<file path="src/design/ppbw_pkg.sv">
// shared widths, result codes and defaults for the packet-pair bandwidth estimator
package ppbw_pkg;

  localparam int KEY_W    = 48;
  localparam int BLK_W    = 32;
  localparam int FRAG_W   = 8;
  localparam int TIME_W   = 48;
  localparam int BYTES_W  = 16;
  localparam int EST_W    = 36;
  localparam int STATUS_W = 3;
  localparam int SCALE_W  = 20;

  localparam logic [SCALE_W-1:0] USEC_PER_SEC = SCALE_W'(1000000);

  localparam int HOSTS_DEF = 16;
  localparam int DEPTH_DEF = 256;

  localparam logic [STATUS_W-1:0] ST_NEW  = 3'd0;
  localparam logic [STATUS_W-1:0] ST_REC  = 3'd1;
  localparam logic [STATUS_W-1:0] ST_EST  = 3'd2;
  localparam logic [STATUS_W-1:0] ST_DROP = 3'd3;
  localparam logic [STATUS_W-1:0] ST_BAD  = 3'd4;

endpackage

</file>
<file path="src/design/ppbw_div.sv">
// iterative restoring divider, one quotient bit per cycle
module ppbw_div (
  input  logic                      clk,
  input  logic                      rst,
  input  logic                      go,
  input  logic [ppbw_pkg::EST_W-1:0]  dividend,
  input  logic [ppbw_pkg::TIME_W-1:0] divisor,
  output logic                      done,
  output logic [ppbw_pkg::EST_W-1:0]  quotient
);
  import ppbw_pkg::*;

  localparam int CNT_W = $clog2(EST_W + 1);

  logic [TIME_W-1:0] rem;
  logic [TIME_W-1:0] dvs;
  logic [CNT_W-1:0]  cnt;
  logic              running;
  logic [TIME_W:0]   shifted;
  logic              fits;

  assign shifted = {rem, quotient[EST_W-1]};
  assign fits    = shifted >= {1'b0, dvs};

  always_ff @(posedge clk) begin
    if (rst) begin
      running <= 1'b0;
      done    <= 1'b0;
      cnt     <= '0;
    end else begin
      done <= 1'b0;
      if (go) begin
        running  <= 1'b1;
        cnt      <= CNT_W'(EST_W);
        rem      <= '0;
        dvs      <= divisor;
        quotient <= dividend;
      end else if (running) begin
        if (fits) begin
          rem <= TIME_W'(shifted - {1'b0, dvs});
        end else begin
          rem <= shifted[TIME_W-1:0];
        end
        quotient <= {quotient[EST_W-2:0], fits};
        cnt      <= cnt - 1'b1;
        if (cnt == CNT_W'(1)) begin
          running <= 1'b0;
          done    <= 1'b1;
        end
      end
    end
  end

endmodule

</file>
<file path="src/design/ppbw_ring.sv">
// per-host estimate ring memory with reset sweep and per-row clear
module ppbw_ring #(
  parameter int SLOT_W = 4,
  parameter int POS_W  = 8
) (
  input  logic                     clk,
  input  logic                     rst,
  input  logic                     wr_en,
  input  logic                     clr_start,
  input  logic [SLOT_W-1:0]        slot,
  input  logic [POS_W-1:0]         pos,
  input  logic [ppbw_pkg::EST_W-1:0] data,
  output logic                     busy
);
  import ppbw_pkg::*;

  localparam int ADDR_W = SLOT_W + POS_W;
  localparam int ENTRIES = 1 << ADDR_W;

  logic [EST_W-1:0] mem [ENTRIES];
  logic [ADDR_W:0]  sweep;
  logic [ADDR_W:0]  sweep_end;
  logic             clearing;

  assign busy = clearing;

  always_ff @(posedge clk) begin
    if (rst) begin
      clearing  <= 1'b1;
      sweep     <= '0;
      sweep_end <= (ADDR_W+1)'(ENTRIES);
    end else if (clearing) begin
      sweep <= sweep + 1'b1;
      if (sweep + 1'b1 == sweep_end) begin
        clearing <= 1'b0;
      end
    end else if (clr_start) begin
      // clear one host row
      clearing  <= 1'b1;
      sweep     <= {1'b0, slot, {POS_W{1'b0}}};
      sweep_end <= {1'b0, slot, {POS_W{1'b0}}} + (ADDR_W+1)'(1 << POS_W);
    end
  end

  always_ff @(posedge clk) begin
    if (clearing) begin
      mem[sweep[ADDR_W-1:0]] <= '0;
    end else if (wr_en) begin
      mem[{slot, pos}] <= data;
    end
  end

endmodule

</file>
<file path="src/design/per_host_packet_pair_bandwidth_top.sv">
// top level: host table search, pair check and estimate sequencer
// each table slot compared takes S_RD and S_CMP; a new host or a full table ends in S_RD,
// a known host adds S_LOAD and S_CHK, and an estimate then S_GO and S_DIV; one fragment is handled at a time
// new host: the host's ring row (2**POS_W entries) is cleared afterwards, one a cycle
// reset: synchronous; table empties and the whole ring is cleared
// results are strobed on done for one cycle, the receiver cannot stall
module per_host_packet_pair_bandwidth_top #(
  parameter int HOSTS          = ppbw_pkg::HOSTS_DEF,
  parameter int ESTIMATE_DEPTH = ppbw_pkg::DEPTH_DEF,
  parameter int SLOT_W         = (HOSTS > 1) ? $clog2(HOSTS) : 1,
  parameter int POS_W          = $clog2(ESTIMATE_DEPTH)
) (
  input  logic                          clk,
  input  logic                          rst,
  input  logic                          start,
  output logic                          busy,
  input  logic [ppbw_pkg::KEY_W-1:0]    host_key,
  input  logic [ppbw_pkg::BLK_W-1:0]    block_id,
  input  logic [ppbw_pkg::FRAG_W-1:0]   fragment_index,
  input  logic [ppbw_pkg::TIME_W-1:0]   arrival_time_us,
  input  logic [ppbw_pkg::BYTES_W-1:0]  fragment_bytes,
  output logic                          done,
  output logic [ppbw_pkg::STATUS_W-1:0] status,
  output logic [SLOT_W-1:0]             host_slot,
  output logic [ppbw_pkg::EST_W-1:0]    estimate,
  output logic [POS_W-1:0]              estimate_slot
);
  import ppbw_pkg::*;

  localparam int CNT_W = $clog2(HOSTS + 1);
  localparam int REC_W = BLK_W + FRAG_W + TIME_W + POS_W;

  localparam logic [2:0] S_IDLE = 3'd0;
  localparam logic [2:0] S_RD   = 3'd1;
  localparam logic [2:0] S_CMP  = 3'd2;
  localparam logic [2:0] S_LOAD = 3'd3;
  localparam logic [2:0] S_CHK  = 3'd4;
  localparam logic [2:0] S_GO   = 3'd5;
  localparam logic [2:0] S_DIV  = 3'd6;

  logic [2:0]         state;
  logic [CNT_W-1:0]   hosts_in_use;
  logic [CNT_W-1:0]   idx;

  logic [KEY_W-1:0]   key_mem [HOSTS];
  logic [REC_W-1:0]   rec_mem [HOSTS];
  logic [KEY_W-1:0]   key_q;
  logic [REC_W-1:0]   rec_q;

  logic [KEY_W-1:0]   key_r;
  logic [BLK_W-1:0]   blk_r;
  logic [FRAG_W-1:0]  frag_r;
  logic [TIME_W-1:0]  now_r;
  logic [BYTES_W-1:0] bytes_r;
  logic [EST_W-1:0]   dividend;
  logic [TIME_W-1:0]  delta;
  logic [POS_W-1:0]   pos_r;

  logic [BLK_W-1:0]   last_blk;
  logic [FRAG_W-1:0]  last_frag;
  logic [TIME_W-1:0]  last_time;
  logic [POS_W-1:0]   last_pos;
  logic               paired;
  logic [POS_W-1:0]   pos_inc;

  logic               div_done;
  logic [EST_W-1:0]   quotient;
  logic               ring_busy;
  logic               ring_wr;
  logic               ring_clr;
  logic [SLOT_W-1:0]  slot;

  assign {last_blk, last_frag, last_time, last_pos} = rec_q;
  assign paired  = (last_blk == blk_r) &&
                   ({1'b0, last_frag} + 9'd1 == {1'b0, frag_r});
  assign pos_inc = (pos_r == POS_W'(ESTIMATE_DEPTH - 1)) ? '0 : pos_r + 1'b1;
  assign slot    = idx[SLOT_W-1:0];
  assign busy    = (state != S_IDLE) || ring_busy;
  assign ring_wr = div_done && (state == S_DIV);
  assign ring_clr = (state == S_RD) && (idx == hosts_in_use) &&
                    (hosts_in_use != CNT_W'(HOSTS));

  always_ff @(posedge clk) begin
    if (rst) begin
      state        <= S_IDLE;
      hosts_in_use <= '0;
      done         <= 1'b0;
    end else begin
      done <= 1'b0;
      case (state)
        S_IDLE: begin
          if (start && !busy) begin
            key_r   <= host_key;
            blk_r   <= block_id;
            frag_r  <= fragment_index;
            now_r   <= arrival_time_us;
            bytes_r <= fragment_bytes;
            idx     <= '0;
            state   <= S_RD;
          end
        end
        S_RD: begin
          if (idx == hosts_in_use) begin
            done          <= 1'b1;
            estimate      <= '0;
            estimate_slot <= '0;
            state         <= S_IDLE;
            if (hosts_in_use == CNT_W'(HOSTS)) begin
              status    <= ST_DROP;
              host_slot <= '0;
            end else begin
              status       <= ST_NEW;
              host_slot    <= slot;
              hosts_in_use <= hosts_in_use + 1'b1;
            end
          end else begin
            key_q <= key_mem[slot];
            state <= S_CMP;
          end
        end
        S_CMP: begin
          if (key_q == key_r) begin
            state <= S_LOAD;
          end else begin
            idx   <= idx + 1'b1;
            state <= S_RD;
          end
        end
        S_LOAD: begin
          rec_q <= rec_mem[slot];
          state <= S_CHK;
        end
        S_CHK: begin
          pos_r    <= last_pos;
          delta    <= now_r - last_time;
          dividend <= EST_W'(bytes_r) * EST_W'(USEC_PER_SEC);
          if (paired && (now_r > last_time)) begin
            state <= S_GO;
          end else begin
            done          <= 1'b1;
            status        <= paired ? ST_BAD : ST_REC;
            host_slot     <= slot;
            estimate      <= '0;
            estimate_slot <= '0;
            state         <= S_IDLE;
          end
        end
        S_GO: begin
          state <= S_DIV;
        end
        S_DIV: begin
          if (div_done) begin
            done          <= 1'b1;
            status        <= ST_EST;
            host_slot     <= slot;
            estimate      <= quotient;
            estimate_slot <= pos_r;
            state         <= S_IDLE;
          end
        end
        default: begin
          state <= S_IDLE;
        end
      endcase
    end
  end

  // table writes: key and first record on allocation, record update on every hit
  always_ff @(posedge clk) begin
    if (ring_clr) begin
      key_mem[slot] <= key_r;
      rec_mem[slot] <= {blk_r, frag_r, now_r, {POS_W{1'b0}}};
    end else if (state == S_CHK) begin
      rec_mem[slot] <= {blk_r, frag_r, now_r, last_pos};
    end else if (ring_wr) begin
      rec_mem[slot] <= {blk_r, frag_r, now_r, pos_inc};
    end
  end

  ppbw_div u_div (
    .clk      (clk),
    .rst      (rst),
    .go       (state == S_GO),
    .dividend (dividend),
    .divisor  (delta),
    .done     (div_done),
    .quotient (quotient)
  );

  ppbw_ring #(
    .SLOT_W (SLOT_W),
    .POS_W  (POS_W)
  ) u_ring (
    .clk       (clk),
    .rst       (rst),
    .wr_en     (ring_wr),
    .clr_start (ring_clr),
    .slot      (slot),
    .pos       (pos_r),
    .data      (quotient),
    .busy      (ring_busy)
  );

endmodule

</file>
<file path="config.mk">
export PLATFORM = sky130hd
export DESIGN_NAME = per_host_packet_pair_bandwidth_top
export DESIGN_NICKNAME = d
export VERILOG_FILES = /design/src/design/ppbw_pkg.sv /design/src/design/ppbw_div.sv /design/src/design/ppbw_ring.sv /design/src/design/per_host_packet_pair_bandwidth_top.sv
export SDC_FILE = /design/constraint.sdc
export NUM_CORES = 2
export LEC_CHECK = 0
export BUFFER_PORTS_ARGS = -buffer_cell sky130_fd_sc_hd__buf_4
export CAP_MARGIN = 5
export CELL_PAD_IN_SITES_DETAIL_PLACEMENT = 1
export CELL_PAD_IN_SITES_GLOBAL_PLACEMENT = 2
export CORE_MARGIN = 2
export CORE_UTILIZATION = 54
export DETAILED_ROUTE_END_ITERATION = 16
export GPL_ROUTABILITY_DRIVEN = 0
export PLACE_DENSITY = 0.85
export RECOVER_POWER = 25
export SYNTH_ARGS = -nofsm -noshare
export SYNTH_HDL_FRONTEND = slang
export SYNTH_SLANG_ARGS = --single-unit
export TNS_END_PERCENT = 50
</file>
<file path="constraint.sdc">
create_clock -name clk -period 22.2 [get_ports clk]
set_input_delay 2.22 -clock clk [delete_from_list [all_inputs] [get_ports clk]]
set_output_delay 2.22 -clock clk [all_outputs]
set_load 0.005 [all_outputs]
</file>
-- Yosys cells after proc, flatten, opt, wreduce, memory -nomap -nowiden
Memory sizes are Yosys's and may differ from the RTL's. A register that Yosys moved wholly into a read port is not among the register bits.
Cells that the tools add are included.
- reduce and logical (&&, ||, !) cells: 27
- bitwise gates (word level): 7
- $mul: 1
- muxes and demuxes: 58
- eq/ne operators: 20
- add/sub/neg operators: 9
- $lt $le $gt $ge: 2
- operators with widths (cell ; number):
    $mux W96 ; 2
    $mux W36 ; 5
    $pmux W36 S3 ; 1
    $mux W48 ; 2
    $sub A48 B48 Y48 ; 2
    $ge A49 B48 Y1 ; 1
    $eq A48 B48 Y1 ; 1
    $gt A48 B48 Y1 ; 1
    $eq A32 B32 Y1 ; 1
    $mux W8 ; 4
    $mul A16 B14 Y30 const B ; 1
    $mux W13 ; 2
    $pmux W8 S3 ; 1
    $mux W3 ; 7
    $pmux W3 S7 ; 1
    $mux W1 ; 18
    $mux W4 ; 4
    $add A12 B9 Y13 const B ; 1
    $add A13 B1 Y13 const B ; 1
    $eq A13 B13 Y1 ; 1
    $mux W6 ; 2
    $pmux W4 S3 ; 1
    $reduce_and A2 Y1 ; 6
    $add A5 B1 Y5 const B ; 2
    other kinds (32) ; 56
- register bits: 470
- bits in writable memories: 2304
- memories: 2
- output and inout port bits: 53
- input port bits: 155
- memories (memory ; depth ; bits a word ; read ports ; clocked after memory_dff ; wr ports ; line ; source):
    rec_mem ; 16 ; 96 ; 1 ; 1 ; 1 ; per_host_packet_pair_bandwidth_top.sv:46 ; logic [REC_W-1:0] rec_mem [HOSTS];
    key_mem ; 16 ; 48 ; 1 ; 1 ; 1 ; per_host_packet_pair_bandwidth_top.sv:45 ; logic [KEY_W-1:0] key_mem [HOSTS];

-- Longest topological paths before layout
- word-level depth: 7
- gate-level depth with buffers: 22
- mapped depth without buffers: 22

-- By module
Synthesis repeated with hierarchy kept, for this count alone.
- cells, all modules: 5744
- area, all modules: 117869.3 sq um
- modules (own cells, without submodules) (module ; cells an instance ; area an instance (sq um) ; instances):
    per_host_packet_pair_bandwidth_top ; 4813 ; 108318.9 ; 1
    ppbw_div ; 775 ; 8374.3 ; 1
    ppbw_ring ; 156 ; 1176.1 ; 1

-- Worst setup path after synthesis
OpenSTA, ideal clock, no wires.
- path type: input-to-reg
- start point: input port rst
- end point: register rec_q[0], read port of rec_mem (enable)
- buffers on the path: 2
- setup slack: 12.367 ns
- data arrival time: 9.164 ns
- setup time: 0.668 ns
- stages on the path: 3
- data required time: 21.532 ns
- path through: clkbuf_1 -> clkbuf_1 -> nor3_1
- word-level cells in the longest chain between the ends: 2
- RTL lines (element ; line ; source):
    start, declared ; per_host_packet_pair_bandwidth_top.sv:14 ; input logic rst,
    $not A1 Y1 (no line) ; n/a ;
    $reduce_and A2 Y1 (no line) ; n/a ;
    end, declared ; per_host_packet_pair_bandwidth_top.sv:48 ; logic [REC_W-1:0] rec_q;
No other way between the ends.
A chain may end at the register's enable or synchronous reset.

-- Final worst setup path
- start point: register bytes_r[1]
- end point: register dividend[35] (data pin)
- word-level cells in the longest chain between the ends: 1
- RTL lines (element ; line ; source):
    start, declared ; per_host_packet_pair_bandwidth_top.sv:54 ; logic [BYTES_W-1:0] bytes_r;
    start signal, assigned ; per_host_packet_pair_bandwidth_top.sv:97 ; bytes_r <= fragment_bytes;
    $mul A16 B14 Y30 ; per_host_packet_pair_bandwidth_top.sv:136 ; dividend <= EST_W'(bytes_r) * EST_W'(USEC_PER_SEC);
    end signal, assigned ; per_host_packet_pair_bandwidth_top.sv:136 ;
    end, declared ; per_host_packet_pair_bandwidth_top.sv:55 ; logic [EST_W-1:0] dividend;
No other way between the ends.

==> impl_metrics.csv <==
group,metric,value,unit
status,status,"complete, no violations",
sta,finalSetupViolCount,0,
detailed_routing,wirelength,291000,microns
detailed_routing,ant_nets,0,
yosys,ys_ff_latch,2910,
layout,num-fill-cells,17800,
setup_path,cp_slowest_cell,"fa_1",
sta,fin_crit,5.92,ns
setup_path,critical_path.cell_chain,"inv_1 -> fa_1 -> inv_1 -> fa_1 -> fa_1 -> fa_1 -> ha_1 -> fa_1 -> ha_1 -> o21a_1 -> o21ai_0 -> o21bai_1 -> a31oi_1 -> a21oi_1 -> a311oi_1 -> o21a_1 -> o21ai_0 -> nand2b_1 -> a21oi_1 -> xnor2_1",
clock_network,path_clk_slew,0.06,ns
layout,drive_above_1_share,24.0,%
sta,fmax,169,MHz
die,rows,170,
clock_network,cts-resized-gates,0,
layout,nets,6551,
yosys,syn-cell-area,117000,sq um
yosys,synth_top_family_by_area,"multiplexers",
global_routing,grt_pass1_vias,62600,
detailed_routing,firstDrtPassIters,6,
clock_network,cts_sinks,2910,
sta,post-route-period-util,26.6,%
yosys,synth_edf_count,2874,
die,die_y,470,microns
clock_network,clockBufferDepth,4,
yosys,synth-main-ff-cell,"edfxtp_1",
job,max_cap_violations,0,
layout,largest_reg_flops,1536,
setup_path,critPathArrivalTime,6.56,ns
detailed_routing,vias_per_cell,6.35,
yosys,synth-xor-area-share,1.75,%
detailed_routing,num_vias,58300,
sta,rsz0062_at_grt,"no",
detailed_routing,wl_per_cell,31.7,microns
clock_network,cts_setup_buffers,0,
die,initial_utilization,54.5,%
yosys,ys_warn_count,0,
hold_path,hp-class,"flop to flop",
global_routing,grt_usage,26.7,%
sta,hold_viol,0,
global_routing,grt_max_degree,111,
die,die_area,221000,sq um
die,io_pins,208,
clock_network,clk_latency,0.96,ns
power,powerDensity,83.7,nW/um^2
clock_network,h-tree-depth,5,
yosys,muxShareOfSynthArea,14.1,%
yosys,synth_cell_type_count,85,
sta,worstMarginPinSlew,1.21,ns
sta,tns,0,ns
setup_path,worstPathRequired,22.85,ns
clock_network,cts_tree,"done",
setup_path,cpPeakStageDelay,0.54,ns
yosys,yosysSeqAreaShare,74.3,%
clock_network,root_buffer,"clkbuf_16",
setup_path,critPathLaunchType,"flop",
yosys,avgSynthCellArea,20.5,sq um
yosys,syn-num-nets,6146,
power,peakVddDrop,99.6,uV
sta,slew_violations,0,
layout,synthToLayoutAreaGrowth,13.0,%
sta,fin_skew,0.0692,ns
power,p_leak,42.9,nW
layout,stdcell_count,9185,
die,die_w,470,microns
die,core,215000,sq um
detailed_routing,drt_iter0_drc,6607,
layout,top_register,"rec_mem",
setup_path,crit_buf_inv,2,
setup_path,crit_top_cell,"fa_1",
global_routing,grt_pass1_wl,430000,microns
yosys,synth-simple-area-share,2.71,%
detailed_routing,drc_errors,0,
setup_path,cp-end-kind,"flop",
yosys,ys_async_sr_fraction,0,%
setup_path,crit_fanout,7,
global_routing,grt_remaining_overflow,0,
yosys,syn-instance-count,5721,
placement,hpwl,162000,microns
setup_path,cp_top_family,"adder cells",
placement,placedCellCount,8652,
layout,fin_util,61.5,%
sta,max_slew_margin,19.4,%
clock_network,postCtsHoldBufs,0,
placement,place.port_buffers,207,
clock_network,cts_buffers,310,
yosys,synth_fa_ha_area_share,3.26,%
yosys,synth_compound_area_share,2.38,%
global_routing,antenna_found_initial,14,
setup_path,worstSetupPathType,"flop to flop",
layout,largestRegisters,"rec_mem (1536), key_mem (768), rec_q (96)",
[final cells by class]
class,instances,area [sq um],area share [%]
repair buffers,311,2380,1.80
clock inverters,165,1680,1.27
inverters,230,863,0.652
diodes,2,5.00,0.00378
well taps,2838,3550,2.68
flip-flops and latches,2910,87000,65.8
multi-input cells,2363,28700,21.7
clock buffers,366,8120,6.13
[power by group]
part,switching [mW],total [mW],internal [mW],leakage [nW]
clock network,2.10,5.09,3.00,4.78
logic,0.0141,0.0323,0.0182,12.1
registers,0.000572,5.95,5.95,26.1
[cell usage after synthesis (all sizes together) (11+ instances only)]
library cell	number	area share, %
a21o	47	0.30
and3	18	0.096
clkbuf	141	0.45
dfxtp	36	0.62
xnor2	148	1.1
edfxtp	2874	74
fa	57	0.97
nor3	28	0.12
o21ai	85	0.37
o21a	16	0.10
a21oi	148	0.63
nand2	206	0.66
ha	213	2.3
nand3	40	0.17
mux4	720	14
nor4	18	0.096
xor2	86	0.64
nor2b	19	0.10
o21bai	25	0.16
nand4	32	0.18
nand2b	22	0.12
and2	64	0.34
mux2i	33	0.28
nor2	191	0.61
buf	77	0.28
a211oi	27	0.18
a31oi	11	0.072
inv	229	0.73
[kinds of logic (layout without fill, tap and decap cells)]
group / Yosys count / count (layout)
flops: 2910 / 2910
compound gates: 432 / 432
xor+xnor: 234 / 234
mux: 754 / 754
buf+inv: 448 / 1072
fa+ha+maj: 271 / 271
simple gates: 672 / 672
other cells: 0 / 2
[layer usage]
layer	part of all wire, %	vias to the layer above	track usage, %
li1	-	24000	-
met1	40	31000	37.9
met2	49	2843	43.2
met3	7.8	473	4.60
met4	2.6	6	7.64
met5	0.014	-	0
[stage by stage]
stage | setup slack, ns | hold WS (ns) | total power, mW | area (sq um)
6_report | 16.28 | 0.379 | 11.1 | 132000
5_1_grt | 15.90 | 0.384 | 11.3 | 132000
4_1_cts | 16.29 | 0.372 | 11.1 | 132000
3_5_place_dp | 16.41 | 0.406 | 6.10 | 123000
3_3_place_gp | 16.28 | 0.401 | 6.10 | 123000
2_1_floorplan | 12.37 | 0.400 | 6.07 | 117000
[cells in the final DEF (no fill, tap or decap), types with 22 or more instances in the layout]
cell type | synthesis | layout
a211oi_1 | 26 | 26
a21o_1 | 47 | 46
a21oi_1 | 148 | 148
and2_1 | 62 | 62
buf_4 | 1 | 307
bufinv_16 | 0 | 34
clkbuf_1 | 141 | 48
clkbuf_16 | 0 | 316
clkinv_1 | 1 | 59
clkinv_2 | 0 | 51
dfxtp_1 | 36 | 36
edfxtp_1 | 2874 | 2874
fa_1 | 57 | 57
ha_1 | 213 | 213
inv_1 | 228 | 228
mux2i_1 | 33 | 33
mux4_2 | 720 | 720
nand2_1 | 205 | 205
nand2b_1 | 22 | 22
nand3_1 | 40 | 39
nand4_1 | 31 | 31
nor2_1 | 191 | 155
nor2_4 | 0 | 36
nor3_1 | 28 | 27
o21ai_0 | 66 | 65
o21bai_1 | 25 | 25
xnor2_1 | 148 | 148
xor2_1 | 86 | 86
[worst paths after layout]
kind / slack, ns / startpoint / cells past startpoint / to
setup / recovery: 16.28 / bytes_r[1] / 20 / dividend[35]
hold / removal: 0.38 / delta[17] / 0 / u_div.dvs[17]
setup reg to reg: 16.28 / bytes_r[1] / 20 / dividend[35]
hold reg to reg: 0.38 / delta[17] / 0 / u_div.dvs[17]
Note: power is estimated with default switching activity, not from simulation.
